### config.mk
export PLATFORM = sky130hd
export DESIGN_NAME = line_follow_pd_steering_unit
export DESIGN_NICKNAME = d
export VERILOG_FILES = /design/src/design/lfpd_pkg.sv /design/src/design/lfpd_divider.sv /design/src/design/lfpd_mac.sv /design/src/design/line_follow_pd_steering_unit.sv
export SDC_FILE = /design/constraint.sdc
export NUM_CORES = 1
export LEC_CHECK = 0
export ABC_AREA = 1
export BUFFER_PORTS_ARGS = -buffer_cell sky130_fd_sc_hd__buf_2
export CAP_MARGIN = 25
export CORE_MARGIN = 5
export CORE_UTILIZATION = 35
export CTS_CLUSTER_DIAMETER = 150
export DETAILED_ROUTE_END_ITERATION = 12
export SYNTH_ARGS = -nofsm -noshare
export SYNTH_HDL_FRONTEND = slang
export SYNTH_SLANG_ARGS = --single-unit
### constraint.sdc
create_clock -name clock -period 6.9 [get_ports clock]
set_clock_uncertainty 0.1 [all_clocks]
set_input_delay 1.035 -clock clock [delete_from_list [all_inputs] [get_ports clock]]
set_output_delay 1.035 -clock clock [all_outputs]
set_load 0.005 [all_outputs]
### src/design/lfpd_pkg.sv
package lfpd_pkg;

   // field widths
   localparam int SENSOR_W = 8;
   localparam int GAIN_W   = 16;
   localparam int SPEED_W  = 11;
   localparam int DIR_W    = 2;
   localparam int CSR_IDX_W = 2;

   // error path
   localparam int SUM_W    = 6;   // signed weight sum, |sum| <= 23
   localparam int CNT_W    = 4;   // sensors seen, 1..8
   localparam int DVD_W    = 13;  // |sum| * 256
   localparam int ERR_W    = 14;  // signed q8 line error
   localparam int DIFF_W   = 15;  // signed error difference

   // multiply-accumulate path
   localparam int ACC_W    = 32;
   localparam int MSTEP_W  = 4;
   localparam int DRV_W    = 16;
   localparam int LR_W     = 17;

   localparam logic [ACC_W-1:0]   TRUNC_BIAS  = 32'h0000_FFFF;
   localparam logic signed [LR_W-1:0] SPEED_MAX = 17'sd999;
   localparam logic signed [LR_W-1:0] SPEED_MIN = -17'sd999;

   // register indexes
   localparam logic [CSR_IDX_W-1:0] CSR_PROP_GAIN  = 2'd0;
   localparam logic [CSR_IDX_W-1:0] CSR_DERIV_GAIN = 2'd1;
   localparam logic [CSR_IDX_W-1:0] CSR_BASE_SPEED = 2'd2;

   // direction codes
   localparam logic [DIR_W-1:0] DIR_STOP     = 2'd0;
   localparam logic [DIR_W-1:0] DIR_STRAIGHT = 2'd1;
   localparam logic [DIR_W-1:0] DIR_RIGHT    = 2'd2;
   localparam logic [DIR_W-1:0] DIR_LEFT     = 2'd3;

   typedef enum logic [2:0] {
      ST_IDLE,
      ST_DIV,
      ST_MAC,
      ST_DRIVE,
      ST_SPEED
   } lfpd_state_type;

   // weight of each sensor, index = bit number (bit 7 leftmost)
   localparam logic signed [SUM_W-1:0] SENSOR_WEIGHT [SENSOR_W] = '{
      6'sd13, 6'sd6, 6'sd3, 6'sd1, -6'sd1, -6'sd3, -6'sd6, -6'sd13
   };

endpackage

### src/design/lfpd_divider.sv
module lfpd_divider (
   input  logic                          clock,
   input  logic                          reset,
   input  logic                          start,
   input  logic [lfpd_pkg::DVD_W-1:0]    dividend,
   input  logic [lfpd_pkg::CNT_W-1:0]    divisor,
   input  logic                          neg,
   output logic                          done,
   output logic signed [lfpd_pkg::ERR_W-1:0] quotient
);
   import lfpd_pkg::*;

   localparam logic [CNT_W-1:0] LAST_STEP = CNT_W'(DVD_W - 1);

   logic             busy_ff, busy_in;
   logic             done_ff, done_in;
   logic [CNT_W-1:0] cnt_ff, cnt_in;
   logic [DVD_W-1:0] q_ff, q_in;
   logic [CNT_W-1:0] rem_ff, rem_in;
   logic [CNT_W-1:0] div_ff, div_in;
   logic             neg_ff, neg_in;

   logic [CNT_W:0]   trial;
   logic [CNT_W:0]   diff;
   logic             fits;

   // restoring division, one quotient bit per cycle
   always_comb begin
      trial = {rem_ff, q_ff[DVD_W-1]};
      diff  = trial - {1'b0, div_ff};
      fits  = (trial >= {1'b0, div_ff});

      busy_in = busy_ff;
      done_in = 1'b0;
      cnt_in  = cnt_ff;
      q_in    = q_ff;
      rem_in  = rem_ff;
      div_in  = div_ff;
      neg_in  = neg_ff;

      if (start) begin
         busy_in = 1'b1;
         cnt_in  = '0;
         q_in    = dividend;
         rem_in  = '0;
         div_in  = divisor;
         neg_in  = neg;
      end else if (busy_ff) begin
         rem_in = fits ? diff[CNT_W-1:0] : trial[CNT_W-1:0];
         q_in   = {q_ff[DVD_W-2:0], fits};
         cnt_in = cnt_ff + 1'b1;
         if (cnt_ff == LAST_STEP) begin
            busy_in = 1'b0;
            done_in = 1'b1;
         end
      end
   end

   always_ff @(posedge clock) begin
      if (reset) begin
         busy_ff <= 1'b0;
         done_ff <= 1'b0;
      end else begin
         busy_ff <= busy_in;
         done_ff <= done_in;
      end
      cnt_ff <= cnt_in;
      q_ff   <= q_in;
      rem_ff <= rem_in;
      div_ff <= div_in;
      neg_ff <= neg_in;
   end

   assign done     = done_ff;
   assign quotient = neg_ff ? -$signed({1'b0, q_ff}) : $signed({1'b0, q_ff});

endmodule

### src/design/lfpd_mac.sv
module lfpd_mac (
   input  logic                                 clock,
   input  logic                                 reset,
   input  logic                                 start,
   input  logic signed [lfpd_pkg::GAIN_W-1:0]   prop_gain,
   input  logic signed [lfpd_pkg::GAIN_W-1:0]   deriv_gain,
   input  logic signed [lfpd_pkg::ERR_W-1:0]    err,
   input  logic signed [lfpd_pkg::ERR_W-1:0]    prev_err,
   output logic                                 done,
   output logic signed [lfpd_pkg::ACC_W-1:0]    acc
);
   import lfpd_pkg::*;

   localparam logic [MSTEP_W-1:0] LAST_STEP = MSTEP_W'(DIFF_W - 1);

   logic              busy_ff, busy_in;
   logic              done_ff, done_in;
   logic              phase_ff, phase_in;
   logic [MSTEP_W-1:0] cnt_ff, cnt_in;
   logic [ACC_W-1:0]  mcand_ff, mcand_in;
   logic [DIFF_W-1:0] mplier_ff, mplier_in;
   logic [DIFF_W-1:0] diff_ff, diff_in;
   logic [ACC_W-1:0]  acc_ff, acc_in;
   logic [ACC_W-1:0]  addend;

   // shift-add multiply, one multiplier bit per cycle; kp*e then kd*(e - prev)
   always_comb begin
      addend = mplier_ff[0] ? mcand_ff : '0;

      busy_in   = busy_ff;
      done_in   = 1'b0;
      phase_in  = phase_ff;
      cnt_in    = cnt_ff;
      mcand_in  = mcand_ff;
      mplier_in = mplier_ff;
      diff_in   = diff_ff;
      acc_in    = acc_ff;

      if (start) begin
         busy_in   = 1'b1;
         phase_in  = 1'b0;
         cnt_in    = '0;
         mcand_in  = ACC_W'(prop_gain);
         mplier_in = DIFF_W'(err);
         diff_in   = DIFF_W'(err) - DIFF_W'(prev_err);
         acc_in    = '0;
      end else if (busy_ff) begin
         // sign bit of the multiplier carries negative weight
         acc_in    = (cnt_ff == LAST_STEP) ? acc_ff - addend : acc_ff + addend;
         mcand_in  = {mcand_ff[ACC_W-2:0], 1'b0};
         mplier_in = {1'b0, mplier_ff[DIFF_W-1:1]};
         cnt_in    = cnt_ff + 1'b1;
         if (cnt_ff == LAST_STEP) begin
            cnt_in = '0;
            if (!phase_ff) begin
               phase_in  = 1'b1;
               mcand_in  = ACC_W'(deriv_gain);
               mplier_in = diff_ff;
            end else begin
               busy_in = 1'b0;
               done_in = 1'b1;
            end
         end
      end
   end

   always_ff @(posedge clock) begin
      if (reset) begin
         busy_ff <= 1'b0;
         done_ff <= 1'b0;
      end else begin
         busy_ff <= busy_in;
         done_ff <= done_in;
      end
      phase_ff  <= phase_in;
      cnt_ff    <= cnt_in;
      mcand_ff  <= mcand_in;
      mplier_ff <= mplier_in;
      diff_ff   <= diff_in;
      acc_ff    <= acc_in;
   end

   assign done = done_ff;
   assign acc  = $signed(acc_ff);

endmodule

### src/design/line_follow_pd_steering_unit.sv
// channel   dir   handshake              payload
// req       in    req_tvalid/req_tready  tdata: sensor_bits
// rsp       out   rsp_tvalid/rsp_tready  tdata: direction, chan1_compare, chan2_compare
// csr       in    csr_wen                csr_index, csr_wdata
//
// a sample with a line runs through the bit-serial error divider, then the shift-add
//   pd multiply (15 bits of e, then 15 bits of e - prev), then the drive and speed stages
// a sample with no line seen skips the divider and multiply and goes straight to the speed stage
// one request is in flight at a time; the next is taken as soon as the result is registered
// a stalled result holds in the output register and holds back only the final stage
// reset is synchronous: gains, base speed and last error clear to zero
module line_follow_pd_steering_unit (
   input  logic                               clock,
   input  logic                               reset,
   // request
   input  logic                               req_tvalid,
   output logic                               req_tready,
   input  logic [7:0]                         req_tdata,  // [7:0] sensor_bits
   // result
   output logic                               rsp_tvalid,
   input  logic                               rsp_tready,
   output logic [23:0]                        rsp_tdata,  // [1:0] direction,
                                                          // [12:2] chan1_compare,
                                                          // [23:13] chan2_compare
   // configuration
   input  logic                               csr_wen,
   input  logic [lfpd_pkg::CSR_IDX_W-1:0]     csr_index,
   input  logic [lfpd_pkg::GAIN_W-1:0]        csr_wdata
);
   import lfpd_pkg::*;

   lfpd_state_type state_ff, state_in;

   // configuration and loop state
   logic signed [GAIN_W-1:0]  kp_ff, kd_ff;
   logic signed [SPEED_W-1:0] base_ff;
   logic signed [ERR_W-1:0]   prev_err_ff, prev_err_in;

   // per request
   logic                      no_line_ff, no_line_in;
   logic signed [DRV_W-1:0]   drive_ff, drive_in;

   // result register
   logic                      rsp_valid_ff, rsp_valid_in;
   logic [DIR_W-1:0]          dir_ff, dir_in;
   logic [SPEED_W-1:0]        ch1_ff, ch1_in;
   logic [SPEED_W-1:0]        ch2_ff, ch2_in;

   logic                      req_accept;
   logic                      rsp_free;

   // weighted sum and count of sensors seen
   logic signed [SUM_W-1:0]   wsum;
   logic [CNT_W-1:0]          seen;
   logic [SUM_W-1:0]          wsum_mag;

   logic                      div_start, div_done;
   logic signed [ERR_W-1:0]   div_err;
   logic                      mac_start, mac_done;
   logic signed [ACC_W-1:0]   mac_acc;
   logic [ACC_W-1:0]          acc_adj;

   logic signed [LR_W-1:0]    left_raw, right_raw;
   logic signed [LR_W-1:0]    left_sat, right_sat;

   assign req_accept = req_tvalid && req_tready;
   assign rsp_free   = !rsp_valid_ff || rsp_tready;

   always_comb begin
      wsum = '0;
      seen = '0;
      for (int i = 0; i < SENSOR_W; i++) begin
         if (req_tdata[i]) begin
            wsum = wsum + SENSOR_WEIGHT[i];
            seen = seen + 1'b1;
         end
      end
      wsum_mag = wsum[SUM_W-1] ? -wsum : wsum;
   end

   assign div_start = req_accept && (req_tdata != '0);
   assign mac_start = (state_ff == ST_DIV) && div_done;

   lfpd_divider u_div (
      .clock    (clock),
      .reset    (reset),
      .start    (div_start),
      .dividend ({wsum_mag[SUM_W-2:0], 8'h00}),
      .divisor  (seen),
      .neg      (wsum[SUM_W-1]),
      .done     (div_done),
      .quotient (div_err)
   );

   lfpd_mac u_mac (
      .clock      (clock),
      .reset      (reset),
      .start      (mac_start),
      .prop_gain  (kp_ff),
      .deriv_gain (kd_ff),
      .err        (div_err),
      .prev_err   (prev_err_ff),
      .done       (mac_done),
      .acc        (mac_acc)
   );

   // q16 sum to integer, truncated toward zero
   assign acc_adj = mac_acc[ACC_W-1] ? (ACC_W'(mac_acc) + TRUNC_BIAS) : ACC_W'(mac_acc);

   // wheel speeds with clamp
   always_comb begin
      left_raw  = LR_W'(base_ff) + LR_W'(drive_ff);
      right_raw = LR_W'(base_ff) - LR_W'(drive_ff);
      left_sat  = (left_raw > SPEED_MAX) ? SPEED_MAX :
                  (left_raw < SPEED_MIN) ? SPEED_MIN : left_raw;
      right_sat = (right_raw > SPEED_MAX) ? SPEED_MAX :
                  (right_raw < SPEED_MIN) ? SPEED_MIN : right_raw;
   end

   // sequencer
   always_comb begin
      state_in     = state_ff;
      req_tready   = 1'b0;
      no_line_in   = no_line_ff;
      drive_in     = drive_ff;
      prev_err_in  = prev_err_ff;
      rsp_valid_in = rsp_valid_ff && !rsp_tready;
      dir_in       = dir_ff;
      ch1_in       = ch1_ff;
      ch2_in       = ch2_ff;

      unique case (state_ff)
         ST_IDLE: begin
            req_tready = 1'b1;
            if (req_tvalid) begin
               no_line_in = (req_tdata == '0);
               state_in   = (req_tdata == '0) ? ST_SPEED : ST_DIV;
            end
         end
         ST_DIV: begin
            if (div_done) begin
               prev_err_in = div_err;
               state_in    = ST_MAC;
            end
         end
         ST_MAC: begin
            if (mac_done) begin
               state_in = ST_DRIVE;
            end
         end
         ST_DRIVE: begin
            drive_in = acc_adj[ACC_W-1 -: DRV_W];
            state_in = ST_SPEED;
         end
         ST_SPEED: begin
            if (rsp_free) begin
               rsp_valid_in = 1'b1;
               state_in     = ST_IDLE;
               if (no_line_ff || left_sat == '0 || right_sat == '0) begin
                  dir_in = DIR_STOP;
                  ch1_in = '0;
                  ch2_in = '0;
               end else if (left_sat == right_sat) begin
                  dir_in = DIR_STRAIGHT;
                  ch1_in = left_sat[SPEED_W-1:0];
                  ch2_in = right_sat[SPEED_W-1:0];
               end else begin
                  // channels swap on turns
                  dir_in = (left_sat > right_sat) ? DIR_RIGHT : DIR_LEFT;
                  ch1_in = right_sat[SPEED_W-1:0];
                  ch2_in = left_sat[SPEED_W-1:0];
               end
            end
         end
         default: begin
            state_in = ST_IDLE;
         end
      endcase

      // any valid register write restarts the derivative term
      if (csr_wen && (csr_index == CSR_PROP_GAIN || csr_index == CSR_DERIV_GAIN ||
                      csr_index == CSR_BASE_SPEED)) begin
         prev_err_in = '0;
      end
   end

   always_ff @(posedge clock) begin
      if (reset) begin
         state_ff     <= ST_IDLE;
         rsp_valid_ff <= 1'b0;
         kp_ff        <= '0;
         kd_ff        <= '0;
         base_ff      <= '0;
         prev_err_ff  <= '0;
      end else begin
         state_ff     <= state_in;
         rsp_valid_ff <= rsp_valid_in;
         prev_err_ff  <= prev_err_in;
         if (csr_wen) begin
            unique case (csr_index)
               CSR_PROP_GAIN:  kp_ff   <= csr_wdata;
               CSR_DERIV_GAIN: kd_ff   <= csr_wdata;
               CSR_BASE_SPEED: base_ff <= csr_wdata[SPEED_W-1:0];
               default: ;
            endcase
         end
      end
      no_line_ff <= no_line_in;
      drive_ff   <= drive_in;
      dir_ff     <= dir_in;
      ch1_ff     <= ch1_in;
      ch2_ff     <= ch2_in;
   end

   assign rsp_tvalid = rsp_valid_ff;
   assign rsp_tdata  = {ch2_ff, ch1_ff, dir_ff};

endmodule

==> results_tabular.tex <==
\begin{tabular}{lr}
\hline
Metric & Value \\
\hline
\multicolumn{2}{l}{\textbf{Synth}} \\
\quad Count of unique library cells instantiated by Yosys & 66 \\
\quad Fraction of the mapped netlist area in simple logic gates & 27.2\% \\
\quad Synthesis warning total & 0 \\
\quad Synth Area per Inst & 7.04 um\^{}2 \\
\quad Most frequent cell after synthesis & sky130\_fd\_sc\_hd\_\_nand2\_1 \\
\quad Flip-flop and latch count after synthesis & 231 \\
\quad Share of Yosys cell area claimed by the top area cell type & 19.7\% \\
\quad Area leader, netlist & sky130\_fd\_sc\_hd\_\_edfxtp\_1 \\
\quad Netlist area before placement & 17200 um\^{}2 \\
\quad Number of synthesized flops with an enable pin & 113 \\
\quad Asr flop ratio synth & 0\% \\
\quad Synth Net Count & 2602 \\
\quad Ranking of synthesized cells by instance count & sky130\_fd\_sc\_hd\_\_nand2\_1, sky130\_fd\_sc\_hd\_\_inv\_1, sky130\_fd\_sc\_hd\_\_nor2\_1, sky130\_fd\_sc\_hd\_\_o21ai\_0, sky130\_fd\_sc\_hd\_\_a21oi\_1 \\
\quad Post-synthesis share of cell area spent on full adders, half adders and majority gates & 9.38\% \\
\quad Sequential area share after synthesis & 33.4\% \\
\quad Gate Count Post-Synth & 2445 \\
\quad Xor and xnor fraction of the mapped netlist area & 5.89\% \\
\quad Ranking of synthesized cells by area & sky130\_fd\_sc\_hd\_\_edfxtp\_1, sky130\_fd\_sc\_hd\_\_dfxtp\_1, sky130\_fd\_sc\_hd\_\_nand2\_1 \\
\quad Main combinational cell family by area after synthesis & simple AND/OR/NAND/NOR gates \\
\quad Portion of netlist area occupied by mux cells & 0\% \\
\quad Main flop type after synthesis & sky130\_fd\_sc\_hd\_\_dfxtp\_1 \\
\quad Synth Area in Compound Gates & 14.0\% \\
\multicolumn{2}{l}{\textbf{Finish}} \\
\quad Final antenna diode count & 0 \\
\quad Post-synthesis to final-layout area growth & 10.9\% \\
\quad Filler cell count & 5108 \\
\quad Number of standard cells in the final layout excluding fillers & 3163 \\
\quad Final Util & 39.2\% \\
\quad Nets & 2634 \\
\quad Ratio of cells with drive above 1 in the final layout & 8.60\% \\
\multicolumn{2}{l}{\textbf{CTS}} \\
\quad Num CTS Buffers & 28 \\
\quad Clock slew at the register clock pins of the worst setup and hold paths & 0.06 ns \\
\quad CTS-repair resized insts & 0 \\
\quad Clock latency on the worst-skew pair & 0.59 ns \\
\quad Number of hold buffers added after cts & 0 \\
\quad Clock tree root buffer cell & sky130\_fd\_sc\_hd\_\_clkbuf\_16 \\
\quad Number of buffers added for setup after CTS & 0 \\
\quad Longest Clk Path Bufs & 3 \\
\quad H-Tree Depth & 1 \\
\quad Clock tree from TritonCTS & yes \\
\quad Clock sink total & 231 \\
\multicolumn{2}{l}{\textbf{Setup path}} \\
\quad Reg-to-Reg End & ch2\_ff[3]\$\_SDFFCE\_PP0P\_ \\
\quad Setup slack of the most critical reg-to-reg path & 1.16 ns \\
\quad Startpoint of the most critical register-to-register path & base\_ff[10]\$\_SDFFE\_PP0P\_ \\
\quad Arrival time of the worst setup path & 5.94 ns \\
\quad Biggest fanout along the worst timing path & 22 \\
\quad Worst endpoint required time & 7.10 ns \\
\quad Type of destination of the critical path & flip-flop \\
\quad Kind of start point of the critical path & flip-flop \\
\quad Type of the worst setup path & flip-flop to flip-flop \\
\quad Number of cells on the worst reg-to-reg path & 26 \\
\multicolumn{2}{l}{\textbf{Placement}} \\
\quad Final weighted congestion in routability-driven placement & 0.928 \\
\quad Number of input and output port buffers inserted & 56 \\
\quad Number of cells after detailed placement & 3111 \\
\quad Placed wire-length estimate & 35.2 mm \\
\multicolumn{2}{l}{\textbf{Pwr}} \\
\quad PD cells & 273 nW/um\^{}2 \\
\quad Leakage & 9.23 nW \\
\quad IR drop worst, VDD & 206 uV \\
\multicolumn{2}{l}{\textbf{STA}} \\
\quad Worst rel slew slack & 35.9\% \\
\quad Worst-case hold slack & 0.363 ns \\
\quad Time the final worst path needs with I/O delays and setup & 5.74 ns \\
\quad Total count of max-transition violations in the final report & 0 \\
\quad Achievable Freq & 174 MHz \\
\quad Total count of hold-check failures in the final report & 0 \\
\quad RSZ-0062 raised after global routing & false \\
\quad Endpoints failing setup & 0 \\
\quad Crit share post-route & 83.1\% \\
\quad TNS Setup & 0 ns \\
\quad Worst slew pin tran & 0.962 ns \\
\multicolumn{2}{l}{\textbf{GRT}} \\
\quad Initial antenna violation count & 1 \\
\quad Routing layer with the top usage in global route & met2 \\
\quad Number of global-route vias before repair & 15000 \\
\quad Met3 Track Usage GR & 2.84\% \\
\quad Met1 Use GR & 21.4\% \\
\quad GRT Resource Usage Total & 16.5\% \\
\quad Final global-route overflow total & 0 \\
\quad Maximum number of pins on one net before global-route repair & 81 \\
\quad Met2 capacity usage during global routing & 28.5\% \\
\quad First-pass GRT wire length & 74.4 mm \\
\multicolumn{2}{l}{\textbf{Route}} \\
\quad Detailed-route wire length per cell & 14.3 um \\
\quad Total number of vias & 15400 \\
\quad DR pass1 iterations & 6 \\
\quad First DRT Iteration DRCs & 1094 \\
\quad Number of DRC violations after detailed routing & 0 \\
\quad Mean number of vias per cell & 4.87 \\
\quad Remaining number of nets flagged by the antenna check after routing & 0 \\
\quad DRT Wirelength & 45.3 mm \\
\multicolumn{2}{l}{\textbf{Floorplan}} \\
\quad Die width & 232 um \\
\quad Core Footprint & 48700 um\^{}2 \\
\quad Number of primary I/O pins & 57 \\
\quad Starting density of the core & 35.3\% \\
\quad Number of placement rows & 81 \\
\quad Die H & 232 um \\
\quad Die area & 53700 um\^{}2 \\
\multicolumn{2}{l}{\textbf{Min path}} \\
\quad Endpoint of the worst hold-timing path & prev\_err\_ff[10]\$\_SDFFE\_PP0P\_ \\
\quad Worst Hold Launch & prev\_err\_ff[10]\$\_SDFFE\_PP0P\_ \\
\quad Hold Crit Class & flip-flop to flip-flop \\
\quad Number of cells on the worst hold path & 2 \\
\multicolumn{2}{l}{\textbf{Flow run}} \\
\quad Maximum capacitance violations & 0 \\
\multicolumn{2}{l}{\textbf{Outcome}} \\
\quad Run status & complete, no violations \\
\hline
\end{tabular}
[worst max-delay path by stage]
| stage | endpoint | from | cells past startpoint |
|---|---|---|---|
| after floorplan | ch2_ff[0]$_SDFFCE_PP0P_ | base_ff[10]$_SDFFE_PP0P_ | 27 |
| final | ch2_ff[3]$_SDFFCE_PP0P_ | base_ff[10]$_SDFFE_PP0P_ | 26 |
| after global routing | ch2_ff[3]$_SDFFCE_PP0P_ | base_ff[10]$_SDFFE_PP0P_ | 26 |
| after CTS | ch2_ff[3]$_SDFFCE_PP0P_ | base_ff[10]$_SDFFE_PP0P_ | 26 |
| after global placement | ch2_ff[4]$_SDFFCE_PP0P_ | base_ff[10]$_SDFFE_PP0P_ | 26 |
| after detailed placement | ch2_ff[3]$_SDFFCE_PP0P_ | base_ff[10]$_SDFFE_PP0P_ | 26 |
[through the flow]
step | instance area [um^2] | power (mW) | setup slack (ns)
floorplan | 17200 | 3.27 | 1.91
global placement | 18100 | 3.68 | 1.46
detailed placement | 18100 | 3.72 | 1.29
CTS | 19100 | 5.27 | 1.27
global route | 19100 | 5.62 | 0.511
finish | 19100 | 5.22 | 1.16
[logic make-up (layout without fill, tap and decap cells)]
group,Yosys count,after routing
xor+xnor,111,111
compound gates,421,421
flops,231,231
simple gates,1119,1119
buf+inv,437,491
fa+ha+maj,126,126
[layout make-up]
class | instances | area, um^2 | share of cell area, %
clock buffer | 35 | 788 | 4.13
multi-input combinational | 1777 | 9740 | 51.0
sequential | 231 | 5760 | 30.1
tap | 664 | 831 | 4.35
clock inverter | 17 | 183 | 0.957
inverter | 368 | 1380 | 7.25
timing repair buffer | 71 | 409 | 2.14
[routing by layer]
metal,share of wire (%),vias to the layer above
li1,-,7980
met1,46,7057
met3,4.8,70
met4,2.9,0
met2,46,299
met5,0,-
[registers in the layout (all words and copies together) (netlist names), 2 cells and up]
signal	count
base_ff	11
ch1_ff	11
ch2_ff	11
dir_ff	2
drive_ff	16
kd_ff	16
kp_ff	16
prev_err_ff	14
state_ff	3
u_div.cnt_ff	4
u_div.div_ff	4
u_div.q_ff	13
u_div.rem_ff	4
u_mac.acc	32
u_mac.cnt_ff	4
u_mac.diff_ff	15
u_mac.mcand_ff	32
u_mac.mplier_ff	15
[critical path, cell delays in order, from the launching register on]
cell                       delay [ns]
sky130_fd_sc_hd__dfxtp_1         0.63
sky130_fd_sc_hd__ha_1            0.43
sky130_fd_sc_hd__inv_1           0.18
sky130_fd_sc_hd__nand2_1         0.10
sky130_fd_sc_hd__nor3_1          0.26
sky130_fd_sc_hd__nand3_1         0.14
sky130_fd_sc_hd__nand2_1         0.09
sky130_fd_sc_hd__nand2_1         0.05
sky130_fd_sc_hd__nand2_1         0.10
sky130_fd_sc_hd__inv_1           0.08
sky130_fd_sc_hd__nor4_1          0.26
sky130_fd_sc_hd__o311ai_0        0.20
sky130_fd_sc_hd__ha_1            0.46
sky130_fd_sc_hd__inv_1           0.27
sky130_fd_sc_hd__a21oi_2         0.26
sky130_fd_sc_hd__inv_1           0.07
sky130_fd_sc_hd__ha_1            0.29
sky130_fd_sc_hd__nand2_1         0.12
sky130_fd_sc_hd__nor3_1          0.18
sky130_fd_sc_hd__nand3_1         0.12
sky130_fd_sc_hd__nor4_2          0.16
sky130_fd_sc_hd__buf_4           0.27
sky130_fd_sc_hd__inv_1           0.29
sky130_fd_sc_hd__nand2_1         0.15
sky130_fd_sc_hd__o21ai_0         0.08
sky130_fd_sc_hd__inv_1           0.09
sky130_fd_sc_hd__nor2_2          0.04
[cells in the final DEF, fill, tap and decap left out, types with 7 or more instances in the layout]
cell	synthesis	final
sky130_fd_sc_hd__nor3_1	30	30
sky130_fd_sc_hd__a21oi_2	11	12
sky130_fd_sc_hd__o21ai_1	10	10
sky130_fd_sc_hd__nand3_1	103	103
sky130_fd_sc_hd__xor2_1	81	81
sky130_fd_sc_hd__dfxtp_1	118	118
sky130_fd_sc_hd__nand2_1	591	590
sky130_fd_sc_hd__clkinv_1	6	7
sky130_fd_sc_hd__nor2_1	294	292
sky130_fd_sc_hd__o211ai_1	10	10
sky130_fd_sc_hd__edfxtp_1	113	113
sky130_fd_sc_hd__buf_4	4	13
sky130_fd_sc_hd__nand2_2	10	11
sky130_fd_sc_hd__o21ai_0	154	154
sky130_fd_sc_hd__ha_1	121	121
sky130_fd_sc_hd__clkbuf_16	0	29
sky130_fd_sc_hd__nor2_2	30	32
sky130_fd_sc_hd__nor4_1	10	9
sky130_fd_sc_hd__a31oi_1	23	23
sky130_fd_sc_hd__a21oi_1	146	145
sky130_fd_sc_hd__xnor2_1	26	26
sky130_fd_sc_hd__o22ai_1	11	11
sky130_fd_sc_hd__o21bai_1	19	19
sky130_fd_sc_hd__inv_1	349	348
sky130_fd_sc_hd__o21a_1	8	8
sky130_fd_sc_hd__buf_2	5	56
sky130_fd_sc_hd__inv_2	12	13
sky130_fd_sc_hd__nand4_1	24	24
[power by group]
part           switching, mW  leakage [nW]  internal (mW)
Sequential             0.111          2.00           1.64
Combinational           1.24          6.75          0.705
Clock                  0.632         0.475          0.895
Total                   1.98          9.23           3.24
(Power assumes the default switching activity.)
